`config.mk`:
```
export PLATFORM = sky130hd
export DESIGN_NAME = curvature_lowpass_estimator
export DESIGN_NICKNAME = d
export VERILOG_FILES = /design/src/hdl/clpe_pkg.sv /design/src/hdl/curvature_lowpass_estimator.sv /design/src/hdl/clpe_front.sv /design/src/hdl/clpe_fifo.sv /design/src/hdl/clpe_div.sv /design/src/hdl/clpe_back.sv
export SDC_FILE = /design/constraint.sdc
export NUM_CORES = 2
export LEC_CHECK = 0
export BUFFER_PORTS_ARGS = -buffer_cell sky130_fd_sc_hd__clkbuf_2
export CORE_MARGIN = 5
export CORE_UTILIZATION = 45
export CTS_BUF_LIST = sky130_fd_sc_hd__clkbuf_4 sky130_fd_sc_hd__clkbuf_8
export CTS_CLUSTER_SIZE = 10
export DETAILED_ROUTE_END_ITERATION = 6
export GPL_TIMING_DRIVEN = 0
export SLEW_MARGIN = 0
export SYNTH_ARGS = -nofsm -noshare
export SYNTH_HDL_FRONTEND = slang
export SYNTH_SLANG_ARGS = --single-unit
```
`constraint.sdc`:
```
create_clock -name clk_i -period 16.45 [get_ports clk_i]
set_input_delay 0.8225 -clock clk_i [delete_from_list [all_inputs] [get_ports clk_i]]
set_output_delay 0.8225 -clock clk_i [all_outputs]
set_load 0.02 [all_outputs]
```
`src/hdl/clpe_pkg.sv`:
```
`timescale 1ns / 1ps
// Shared widths, register codes, reset values and types of the curvature low-pass estimator.
package clpe_pkg;

  localparam int CURV_BITS  = 32;
  localparam int OUT_W      = 32;
  localparam int YAW_W      = 20;
  localparam int SPD_W      = 18;
  localparam int COEF_W     = 18;
  localparam int MINSPD_W   = 16;
  localparam int LIM_W      = 31;
  localparam int FRAC_SHIFT = 16;
  localparam int CFG_IDX_W  = 3;
  localparam int CFG_DATA_W = 32;

  localparam int DIV_N_W     = YAW_W + FRAC_SHIFT;
  localparam int DIV_STEPS   = DIV_N_W;
  localparam int QUEUE_DEPTH = 2;
  localparam int MAC_TERMS   = 3;
  localparam int PROD_W      = COEF_W + CURV_BITS;
  localparam int ACC_W       = PROD_W + 2;

  localparam logic [1:0] FILL_FULL = 2'd2;

  localparam logic [CFG_IDX_W-1:0] REG_MIN_SPEED  = 3'd0;
  localparam logic [CFG_IDX_W-1:0] REG_LOW_LIMIT  = 3'd1;
  localparam logic [CFG_IDX_W-1:0] REG_HIGH_LIMIT = 3'd2;
  localparam logic [CFG_IDX_W-1:0] REG_COEF_OLDER = 3'd3;
  localparam logic [CFG_IDX_W-1:0] REG_COEF_NEWER = 3'd4;
  localparam logic [CFG_IDX_W-1:0] REG_COEF_INPUT = 3'd5;

  localparam logic [MINSPD_W-1:0]      RST_MIN_SPEED  = 16'd256;
  localparam logic [LIM_W-1:0]         RST_LOW_LIMIT  = 31'd419;
  localparam logic [LIM_W-1:0]         RST_HIGH_LIMIT = 31'd1048576;
  localparam logic signed [COEF_W-1:0] RST_COEF_OLDER = -18'sd44959;
  localparam logic signed [COEF_W-1:0] RST_COEF_NEWER = 18'sd108561;
  localparam logic signed [COEF_W-1:0] RST_COEF_INPUT = 18'sd1933;

  localparam logic signed [CURV_BITS-1:0] CURV_MAX = {1'b0, {(CURV_BITS-1){1'b1}}};
  localparam logic signed [CURV_BITS-1:0] CURV_MIN = {1'b1, {(CURV_BITS-1){1'b0}}};

  typedef struct packed {
    logic [LIM_W-1:0]         low_lim;
    logic [LIM_W-1:0]         high_lim;
    logic signed [COEF_W-1:0] coef_older;
    logic signed [COEF_W-1:0] coef_newer;
    logic signed [COEF_W-1:0] coef_input;
  } clpe_cfg_t;

  typedef struct packed {
    logic             straight;
    logic             neg;
    logic             yaw_zero;
    logic [YAW_W-1:0] yaw_mag;
    logic [SPD_W-1:0] spd_mag;
  } clpe_item_t;

endpackage

```
`src/hdl/curvature_lowpass_estimator.sv`:
```
`timescale 1ns / 1ps
// Top level of the curvature low-pass estimator: configuration registers and front/queue/back.
//
//   channel  signals                                   direction
//   cfg      cfg_valid_i cfg_ready_o cfg_index_i cfg_data_i   in (register write)
//   in       in_valid_i in_ready_o yaw_rate_i speed_i         in (one sample per beat)
//   out      out_valid_o out_ready_i curvature_o              out (one result per beat)
//
// A curve beat passes front register, queue, divider and handoff, raw saturation,
// multiply-accumulate, rounding, thresholds and output register. The serial divider
// limits the rate: the back end takes no new beat until the last result is registered.
// A straight-road beat skips the divider and filter and leaves with a zero result.
// Reset loads the register defaults and clears filter history and fill count.
// The front register and a two-entry queue take new beats while a result waits.
module curvature_lowpass_estimator import clpe_pkg::*; (
  input  logic                     clk_i,
  input  logic                     rst_ni,
  input  logic                     cfg_valid_i,
  output logic                     cfg_ready_o,
  input  logic [CFG_IDX_W-1:0]     cfg_index_i,
  input  logic [CFG_DATA_W-1:0]    cfg_data_i,
  input  logic                     in_valid_i,
  output logic                     in_ready_o,
  input  logic signed [YAW_W-1:0]  yaw_rate_i,
  input  logic signed [SPD_W-1:0]  speed_i,
  output logic                     out_valid_o,
  input  logic                     out_ready_i,
  output logic signed [OUT_W-1:0]  curvature_o
);

  logic [MINSPD_W-1:0] min_speed_q;
  clpe_cfg_t           cfg_q;
  logic                fr_valid, fr_ready;
  clpe_item_t          fr_item;
  logic                q_valid, q_ready;
  clpe_item_t          q_item;

  assign cfg_ready_o = 1'b1;

  always_ff @(posedge clk_i or negedge rst_ni) begin
    if (!rst_ni) begin
      min_speed_q      <= RST_MIN_SPEED;
      cfg_q.low_lim    <= RST_LOW_LIMIT;
      cfg_q.high_lim   <= RST_HIGH_LIMIT;
      cfg_q.coef_older <= RST_COEF_OLDER;
      cfg_q.coef_newer <= RST_COEF_NEWER;
      cfg_q.coef_input <= RST_COEF_INPUT;
    end else if (cfg_valid_i && cfg_ready_o) begin
      unique case (cfg_index_i)
        REG_MIN_SPEED:  min_speed_q      <= cfg_data_i[MINSPD_W-1:0];
        REG_LOW_LIMIT:  cfg_q.low_lim    <= cfg_data_i[LIM_W-1:0];
        REG_HIGH_LIMIT: cfg_q.high_lim   <= cfg_data_i[LIM_W-1:0];
        REG_COEF_OLDER: cfg_q.coef_older <= cfg_data_i[COEF_W-1:0];
        REG_COEF_NEWER: cfg_q.coef_newer <= cfg_data_i[COEF_W-1:0];
        REG_COEF_INPUT: cfg_q.coef_input <= cfg_data_i[COEF_W-1:0];
        default: begin
        end
      endcase
    end
  end

  clpe_front u_front (
    .clk_i        (clk_i),
    .rst_ni       (rst_ni),
    .in_valid_i   (in_valid_i),
    .in_ready_o   (in_ready_o),
    .yaw_rate_i   (yaw_rate_i),
    .speed_i      (speed_i),
    .min_speed_i  (min_speed_q),
    .item_valid_o (fr_valid),
    .item_ready_i (fr_ready),
    .item_o       (fr_item)
  );

  clpe_fifo u_fifo (
    .clk_i        (clk_i),
    .rst_ni       (rst_ni),
    .push_valid_i (fr_valid),
    .push_ready_o (fr_ready),
    .push_item_i  (fr_item),
    .pop_valid_o  (q_valid),
    .pop_ready_i  (q_ready),
    .pop_item_o   (q_item)
  );

  clpe_back u_back (
    .clk_i       (clk_i),
    .rst_ni      (rst_ni),
    .cfg_i       (cfg_q),
    .q_valid_i   (q_valid),
    .q_ready_o   (q_ready),
    .q_item_i    (q_item),
    .out_valid_o (out_valid_o),
    .out_ready_i (out_ready_i),
    .curvature_o (curvature_o)
  );

endmodule

```
`src/hdl/clpe_front.sv`:
```
`timescale 1ns / 1ps
// Front end: accepts samples, splits them into magnitude and sign, flags straight-road beats.
module clpe_front import clpe_pkg::*; (
  input  logic                       clk_i,
  input  logic                       rst_ni,
  input  logic                       in_valid_i,
  output logic                       in_ready_o,
  input  logic signed [YAW_W-1:0]    yaw_rate_i,
  input  logic signed [SPD_W-1:0]    speed_i,
  input  logic [MINSPD_W-1:0]        min_speed_i,
  output logic                       item_valid_o,
  input  logic                       item_ready_i,
  output clpe_item_t                 item_o
);

  logic       fr_valid_q;
  clpe_item_t item_d, item_q;
  logic       yaw_neg, spd_neg;

  always_comb begin
    yaw_neg          = yaw_rate_i[YAW_W-1];
    spd_neg          = speed_i[SPD_W-1];
    item_d.yaw_mag   = yaw_neg ? YAW_W'(-yaw_rate_i) : YAW_W'(yaw_rate_i);
    item_d.spd_mag   = spd_neg ? SPD_W'(-speed_i) : SPD_W'(speed_i);
    item_d.straight  = item_d.spd_mag < SPD_W'(min_speed_i);
    item_d.neg       = yaw_neg ^ spd_neg;
    item_d.yaw_zero  = (yaw_rate_i == '0);
  end

  assign in_ready_o   = !fr_valid_q || item_ready_i;
  assign item_valid_o = fr_valid_q;
  assign item_o       = item_q;

  always_ff @(posedge clk_i or negedge rst_ni) begin
    if (!rst_ni) begin
      fr_valid_q <= 1'b0;
      item_q     <= '0;
    end else if (in_valid_i && in_ready_o) begin
      fr_valid_q <= 1'b1;
      item_q     <= item_d;
    end else if (item_ready_i) begin
      fr_valid_q <= 1'b0;
    end
  end

endmodule

```
`src/hdl/clpe_fifo.sv`:
```
`timescale 1ns / 1ps
// Short queue of classified beats between the front end and the filter back end.
module clpe_fifo import clpe_pkg::*; (
  input  logic       clk_i,
  input  logic       rst_ni,
  input  logic       push_valid_i,
  output logic       push_ready_o,
  input  clpe_item_t push_item_i,
  output logic       pop_valid_o,
  input  logic       pop_ready_i,
  output clpe_item_t pop_item_o
);

  localparam int PTR_W = $clog2(QUEUE_DEPTH);
  localparam int CNT_W = $clog2(QUEUE_DEPTH + 1);

  clpe_item_t        mem_q [QUEUE_DEPTH];
  logic [PTR_W-1:0]  wr_q, rd_q;
  logic [CNT_W-1:0]  count_q;
  logic              push, pop;

  assign push_ready_o = (count_q != CNT_W'(QUEUE_DEPTH));
  assign pop_valid_o  = (count_q != '0);
  assign pop_item_o   = mem_q[rd_q];
  assign push         = push_valid_i && push_ready_o;
  assign pop          = pop_valid_o && pop_ready_i;

  always_ff @(posedge clk_i) begin
    if (push) begin
      mem_q[wr_q] <= push_item_i;
    end
  end

  always_ff @(posedge clk_i or negedge rst_ni) begin
    if (!rst_ni) begin
      wr_q    <= '0;
      rd_q    <= '0;
      count_q <= '0;
    end else begin
      if (push) begin
        wr_q <= wr_q + 1'b1;
      end
      if (pop) begin
        rd_q <= rd_q + 1'b1;
      end
      if (push && !pop) begin
        count_q <= count_q + 1'b1;
      end else if (pop && !push) begin
        count_q <= count_q - 1'b1;
      end
    end
  end

  assert property (@(posedge clk_i) disable iff (!rst_ni)
    count_q <= CNT_W'(QUEUE_DEPTH))
    else $error("queue count beyond depth");

  assert property (@(posedge clk_i) disable iff (!rst_ni)
    (count_q == '0 || count_q == CNT_W'(QUEUE_DEPTH)) |-> (wr_q == rd_q))
    else $error("queue pointers disagree with count");

endmodule

```
`src/hdl/clpe_div.sv`:
```
`timescale 1ns / 1ps
// Restoring unsigned divider, one quotient bit per cycle.
module clpe_div import clpe_pkg::*; (
  input  logic               clk_i,
  input  logic               rst_ni,
  input  logic               start_i,
  input  logic [DIV_N_W-1:0] dividend_i,
  input  logic [SPD_W-1:0]   divisor_i,
  output logic               busy_o,
  output logic               done_o,
  output logic [DIV_N_W-1:0] quotient_o
);

  localparam int CNT_W = $clog2(DIV_STEPS + 1);

  logic [DIV_N_W-1:0] quo_q;
  logic [SPD_W-1:0]   rem_q, dvs_q;
  logic [CNT_W-1:0]   cnt_q;
  logic               busy_q, done_q;
  logic [SPD_W:0]     rem_sh;
  logic [SPD_W+1:0]   diff;
  logic               ge;

  always_comb begin
    rem_sh = {rem_q, quo_q[DIV_N_W-1]};
    diff   = {1'b0, rem_sh} - {2'b00, dvs_q};
    ge     = !diff[SPD_W+1];
  end

  always_ff @(posedge clk_i or negedge rst_ni) begin
    if (!rst_ni) begin
      quo_q  <= '0;
      rem_q  <= '0;
      dvs_q  <= '0;
      cnt_q  <= '0;
      busy_q <= 1'b0;
      done_q <= 1'b0;
    end else begin
      done_q <= 1'b0;
      if (start_i) begin
        quo_q  <= dividend_i;
        rem_q  <= '0;
        dvs_q  <= divisor_i;
        cnt_q  <= '0;
        busy_q <= 1'b1;
      end else if (busy_q) begin
        quo_q <= {quo_q[DIV_N_W-2:0], ge};
        rem_q <= ge ? diff[SPD_W-1:0] : rem_sh[SPD_W-1:0];
        cnt_q <= cnt_q + 1'b1;
        if (cnt_q == CNT_W'(DIV_STEPS - 1)) begin
          busy_q <= 1'b0;
          done_q <= 1'b1;
        end
      end
    end
  end

  assign busy_o     = busy_q;
  assign done_o     = done_q;
  assign quotient_o = quo_q;

endmodule

```
`src/hdl/clpe_back.sv`:
```
`timescale 1ns / 1ps
// Back end: raw curvature division, second-order low-pass filter, thresholds and output register.
module clpe_back import clpe_pkg::*; (
  input  logic                  clk_i,
  input  logic                  rst_ni,
  input  clpe_cfg_t             cfg_i,
  input  logic                  q_valid_i,
  output logic                  q_ready_o,
  input  clpe_item_t            q_item_i,
  output logic                  out_valid_o,
  input  logic                  out_ready_i,
  output logic signed [OUT_W-1:0] curvature_o
);

  localparam int SAT_W = ((DIV_N_W > CURV_BITS) ? DIV_N_W : CURV_BITS) + 1;
  localparam int CMP_W = (CURV_BITS > LIM_W) ? CURV_BITS : LIM_W;
  localparam logic signed [SAT_W-1:0] SMAX = SAT_W'(CURV_MAX);
  localparam logic signed [SAT_W-1:0] SMIN = SAT_W'(CURV_MIN);
  localparam logic signed [ACC_W-1:0] AMAX = ACC_W'(CURV_MAX);
  localparam logic signed [ACC_W-1:0] AMIN = ACC_W'(CURV_MIN);
  localparam logic signed [ACC_W-1:0] ROUND_BIAS = ACC_W'(1) <<< (FRAC_SHIFT - 1);

  typedef enum logic [6:0] {
    S_IDLE  = 7'b0000001,
    S_DIV   = 7'b0000010,
    S_RAW   = 7'b0000100,
    S_MAC   = 7'b0001000,
    S_ROUND = 7'b0010000,
    S_THR   = 7'b0100000,
    S_OUT   = 7'b1000000
  } clpe_state_e;

  clpe_state_e                st_q;
  clpe_item_t                 item_q;
  logic [1:0]                 fill_q;
  logic [1:0]                 cnt_q;
  logic signed [CURV_BITS-1:0] hist0_q, hist1_q, raw_q, y_q;
  logic signed [PROD_W-1:0]   prod_q;
  logic signed [ACC_W-1:0]    acc_q;
  logic signed [OUT_W-1:0]    res_q, curv_q;
  logic                       out_valid_q;

  logic                       div_start, div_busy, div_done;
  logic [DIV_N_W-1:0]         div_quo;

  logic signed [SAT_W-1:0]    q_ext, q_sgn;
  logic signed [CURV_BITS-1:0] raw_d, y_d, mul_b;
  logic signed [COEF_W-1:0]   mul_a;
  logic signed [ACC_W-1:0]    acc_sh;
  logic [CURV_BITS-1:0]       ay;
  logic signed [OUT_W-1:0]    high_s, res_d;

  assign div_start = (st_q == S_IDLE) && q_valid_i && !q_item_i.straight;
  assign q_ready_o = (st_q == S_IDLE);

  clpe_div u_div (
    .clk_i      (clk_i),
    .rst_ni     (rst_ni),
    .start_i    (div_start),
    .dividend_i ({q_item_i.yaw_mag, {FRAC_SHIFT{1'b0}}}),
    .divisor_i  (q_item_i.spd_mag),
    .busy_o     (div_busy),
    .done_o     (div_done),
    .quotient_o (div_quo)
  );

  always_comb begin
    q_ext = signed'(SAT_W'(div_quo));
    q_sgn = item_q.neg ? -q_ext : q_ext;
    if (item_q.yaw_zero) begin
      raw_d = '0;
    end else if (q_sgn > SMAX) begin
      raw_d = CURV_MAX;
    end else if (q_sgn < SMIN) begin
      raw_d = CURV_MIN;
    end else begin
      raw_d = q_sgn[CURV_BITS-1:0];
    end
  end

  always_comb begin
    case (cnt_q)
      2'd0: begin
        mul_a = cfg_i.coef_older;
        mul_b = hist1_q;
      end
      2'd1: begin
        mul_a = cfg_i.coef_newer;
        mul_b = hist0_q;
      end
      2'd2: begin
        mul_a = cfg_i.coef_input;
        mul_b = raw_q;
      end
      default: begin
        mul_a = '0;
        mul_b = '0;
      end
    endcase
  end

  always_comb begin
    acc_sh = acc_q >>> FRAC_SHIFT;
    if (acc_sh > AMAX) begin
      y_d = CURV_MAX;
    end else if (acc_sh < AMIN) begin
      y_d = CURV_MIN;
    end else begin
      y_d = acc_sh[CURV_BITS-1:0];
    end
  end

  always_comb begin
    ay     = y_q[CURV_BITS-1] ? CURV_BITS'(-y_q) : CURV_BITS'(y_q);
    high_s = OUT_W'(signed'({1'b0, cfg_i.high_lim}));
    if (CMP_W'(ay) < CMP_W'(cfg_i.low_lim)) begin
      res_d = '0;
    end else if (CMP_W'(ay) > CMP_W'(cfg_i.high_lim)) begin
      res_d = y_q[CURV_BITS-1] ? -high_s : high_s;
    end else begin
      res_d = OUT_W'(y_q);
    end
  end

  always_ff @(posedge clk_i or negedge rst_ni) begin
    if (!rst_ni) begin
      st_q        <= S_IDLE;
      item_q      <= '0;
      fill_q      <= '0;
      cnt_q       <= '0;
      hist0_q     <= '0;
      hist1_q     <= '0;
      raw_q       <= '0;
      y_q         <= '0;
      prod_q      <= '0;
      acc_q       <= '0;
      res_q       <= '0;
      curv_q      <= '0;
      out_valid_q <= 1'b0;
    end else begin
      if (out_ready_i && st_q != S_OUT) begin
        out_valid_q <= 1'b0;
      end
      unique case (st_q)
        S_IDLE: begin
          if (q_valid_i) begin
            item_q <= q_item_i;
            if (q_item_i.straight) begin
              res_q <= '0;
              st_q  <= S_OUT;
            end else begin
              st_q <= S_DIV;
            end
          end
        end
        S_DIV: begin
          if (div_done) begin
            st_q <= S_RAW;
          end
        end
        S_RAW: begin
          raw_q <= raw_d;
          if (fill_q < FILL_FULL) begin
            hist1_q <= hist0_q;
            hist0_q <= raw_d;
            fill_q  <= fill_q + 1'b1;
            res_q   <= '0;
            st_q    <= S_OUT;
          end else begin
            acc_q <= ROUND_BIAS;
            cnt_q <= '0;
            st_q  <= S_MAC;
          end
        end
        S_MAC: begin
          prod_q <= mul_a * mul_b;
          if (cnt_q != 2'd0) begin
            acc_q <= acc_q + ACC_W'(prod_q);
          end
          cnt_q <= cnt_q + 1'b1;
          if (cnt_q == 2'(MAC_TERMS)) begin
            st_q <= S_ROUND;
          end
        end
        S_ROUND: begin
          y_q     <= y_d;
          hist1_q <= hist0_q;
          hist0_q <= y_d;
          st_q    <= S_THR;
        end
        S_THR: begin
          res_q <= res_d;
          st_q  <= S_OUT;
        end
        S_OUT: begin
          if (!out_valid_q || out_ready_i) begin
            out_valid_q <= 1'b1;
            curv_q      <= res_q;
            st_q        <= S_IDLE;
          end
        end
        default: begin
          st_q <= S_IDLE;
        end
      endcase
    end
  end

  assign out_valid_o = out_valid_q;
  assign curvature_o = curv_q;

  assert property (@(posedge clk_i) disable iff (!rst_ni)
    fill_q <= FILL_FULL)
    else $error("history fill count overrun");

  assert property (@(posedge clk_i) disable iff (!rst_ni)
    div_busy |-> (st_q == S_DIV))
    else $error("divider running outside divide state");

  assert property (@(posedge clk_i) disable iff (!rst_ni)
    (st_q == S_IDLE && q_valid_i && q_item_i.straight) |=>
      ($stable(hist0_q) && $stable(hist1_q) && $stable(fill_q)))
    else $error("straight-road beat disturbed filter history");

endmodule

```
==> results.json <==
{
  "synthArstFlopShare_pct": 87.35,
  "drtPass1Iterations": 7,
  "status": "complete, but fails checks",
  "die_y_um": 355.8,
  "drt-wirelength-per-cell_um": 23.30,
  "p_switching_uw": 6852,
  "p_per_area_nw_per_um2": 215.6,
  "postCtsSetupBuffers": 0,
  "core_area_um2": 118400,
  "synth.distinct_cells": 86,
  "grt_max_degree": 103,
  "crit_required_ns": 17.09,
  "p_clk_share_pct": 12.1,
  "power_frac_comb_pct": 70.4,
  "power.total_uw": 12710,
  "crit_path_start": "u_back.cnt_q[0]",
  "hpwl_mm": 145.9,
  "slew_viol_final": 0,
  "fin_tns_setup_ns": 0,
  "drive_gt1_share_pct": 8.676,
  "rsz0062_at_grt": "false",
  "postCtsResizedCells": 0,
  "numCtsBuffers": 105,
  "route.detailed.drc": 1,
  "die_area_um2": 126600,
  "path_class": "flop to flop",
  "period_minus_slack_ns": 11.78,
  "cts-htree-levels": 3,
  "ys_top_cells_by_count": "902 x nand2_1, 827 x inv_1, 555 x fa_1",
  "ys_warn_count": 0,
  "viasPerCell": 5.565,
  "reg2reg_from": "u_back.cnt_q[0]",
  "antenna_found_initial": 11,
  "crit_path_max_incr_delay_ns": 1.16,
  "cts_root_buf": "clkbuf_8",
  "layout_setup_ws_ns": 4.667,
  "synth_flop_cell": "dfrtp_1",
  "crit_arrival_ns": 12.42,
  "violations": "DRC",
  "rows": 126,
  "syn_nets": 6716,
  "insertion_delay_ns": 0.77,
  "ys_ff_latch": 648,
  "min_path_type": "primary input to asynchronous set/reset pin",
  "overflow": 0,
  "layout.cells.non_filler": 7736,
  "wirelength_mm": 180.2,
  "ir_drop_v": 0.0002474,
  "hold_buffers": 0,
  "cts_tree": "yes",
  "grt_pass1_vias": 43464,
  "io_pins": 113,
  "syn_avg_cell_area_um2": 9.267,
  "initial_core_util_pct": 45.45,
  "groute.usage.overall_pct": 28.73,
  "worst_path_max_delay_cell": "a21oi_1",
  "setup_viol": 0,
  "p_leak_uw": 0.02828,
  "synth_area_um2": 53810,
  "yosys.area.top_type": "dfrtp_1",
  "seqPwrFrac_pct": 17.5,
  "synthCells": 5806,
  "finalCritPeriodShare_pct": 71.63,
  "swShare_pct": 53.90,
  "die_x_um": 355.8,
  "clock_path_buffers": 3,
  "holdWs_ns": 0.06953,
  "start_kind": "flop",
  "ant_nets": 0,
  "synth_top_area_share_pct": 25.02,
  "port_buffers": 108,
  "placedCellCount": 7534,
  "pre_cts_slack_ns": 4.927,
  "internal-power_uw": 5862,
  "clock.fmax_mhz": 84.87,
  "area_growth_pct": 9.585,
  "skew_ns": 0.05864,
  "grt_pass1_wl_mm": 275.4,
  "max_slew.worst_pin.slew_ns": 1.470,
  "path_clk_slew_ns": 0.06,
  "cap_violations": 0,
  "synth_most_common_cell": "nand2_1",
  "finalNetCount": 6952,
  "final_hold_viol_count": 0,
  "first_iter_violations": 3873,
  "synth-edff-count": 82,
  "slew_headroom_pct": 1.990,
  "gp_congestion": 1.017,
  "yosys-top-cells-area": "dfrtp_1 25%, fa_1 21%, ha_1 6.4%, nand2_1 6.3%, inv_1 5.8%",
  "seq_area_frac_synth_pct": 30.96,
  "worstSetupEndpointType": "flop",
  "cp_max_fo": 10,
  "vias": 43051,
  "cts_sinks": 648
}
[placed cells by master (no fill, tap or decap), types with 82 or more instances in the layout]
master	Yosys	routed
a21o_1	101	101
a21oi_1	180	180
clkbuf_1	242	242
clkbuf_2	0	107
clkbuf_8	0	124
dfrtp_1	538	538
edfxtp_1	82	82
fa_1	555	555
ha_1	277	277
inv_1	827	827
mux2_2	115	115
mux2i_1	94	94
nand2_1	902	902
nor2_1	397	396
o21ai_0	378	378
xnor2_1	151	151
xor2_1	83	83
[cells by family (layout without fill, tap and decap cells)]
family,after synthesis,after routing,share of synthesized area [%]
other,1,5,0.006969
DFF,648,648,30.96
buffers and inverters,1089,1415,7.697
xor gates and xnor gates,234,234,3.809
and+or+nand+nor,1749,1749,14.31
muxes,210,210,4.176
adders and majority gates,832,832,27.09
AOI/OAI and AO/OA,1043,1043,11.95
[path summary, 6_finish.rpt]
kind	to	slack (ns)	cells after the start
max	u_back.prod_q[49]	4.67	31
min	u_front.item_o[9]	0.07	1
max reg2reg	u_back.prod_q[49]	4.67	31
min reg2reg	u_fifo.mem_q[0][13]	0.46	0
max in group asynchronous	cfg_q[8]	14.33	4
min in group clk_i	cfg_q[74]	0.28	3
[per-layer routing]
layer	global-route usage (%)	up-vias	share of wire (%)	wire length [um]
li1	-	19382	-	-
met2	42.81	1768	43	76700
met3	6.859	410	9.6	17380
met5	0	-	0.015	27
met4	10.64	4	4.5	8060
met1	40.91	21487	43	78060
[metrics by stage]
| stage | area (um2) | util, % |
|---|---|---|
| after CTS | 58950 | 49.79 |
| after floorplan | 53810 | - |
| after detailed placement | 56630 | 47.83 |
| final | 58960 | 49.80 |
| after global routing | 58960 | 49.80 |
| after global placement | 56350 | 47.59 |
[registers in the layout (all words and copies together) (netlist names), 2 cells and up]
| signal | cells |
|---|---|
| u_back.u_div.cnt_q | 6 |
| u_fifo.count_q | 2 |
| u_back.res_q | 32 |
| u_back.prod_q | 50 |
| cfg_q | 116 |
| u_back.raw_q | 32 |
| u_back.fill_q | 2 |
| u_back.u_div.rem_q | 18 |
| u_back.u_div.quotient_o | 36 |
| u_front.item_o | 41 |
| u_back.curvature_o | 32 |
| u_back.cnt_q | 2 |
| u_back.hist0_q | 32 |
| u_back.u_div.dvs_q | 18 |
| u_back.hist1_q | 32 |
| u_back.st_q | 7 |
| u_back.y_q | 32 |
| u_back.item_q | 2 |
| u_fifo.mem_q | 82 |
| min_speed_q | 16 |
| u_back.acc_q | 52 |
[worst max-delay path, delay by kind of cell (launching register included)]
family | cells | cell delay (ns)
adder cells (fa/ha/maj) | 8 | 3.68
AND/OR/NAND/NOR | 2 | 0.26
flip-flops | 1 | 0.43
buffers and inverters | 10 | 2.99
AO/OA/AOI/OAI | 11 | 4.29
[power by group through the flow]
stage | Clock (uW) | Sequential [uW] | Combinational [uW]
floorplan | 0 | 2180 | 5620
global placement | 0 | 2250 | 8620
detailed placement | 0 | 2250 | 8670
CTS | 1560 | 2220 | 8770
global route | 1640 | 2270 | 9870
finish | 1540 | 2230 | 8950
[area by class of cell]
type | instances | area, um2
fillers | 11382 | 59430
multi-input cells | 4069 | 33020
flip-flops and latches | 648 | 16660
inverters | 827 | 3104
well taps | 1600 | 2002
clock buffers | 161 | 1978
plain buffers | 262 | 1037
repair buffers | 129 | 813.3
clock inverters | 36 | 340.3
diodes | 4 | 10.01
Note: power is estimated with default switching activity, not from simulation.
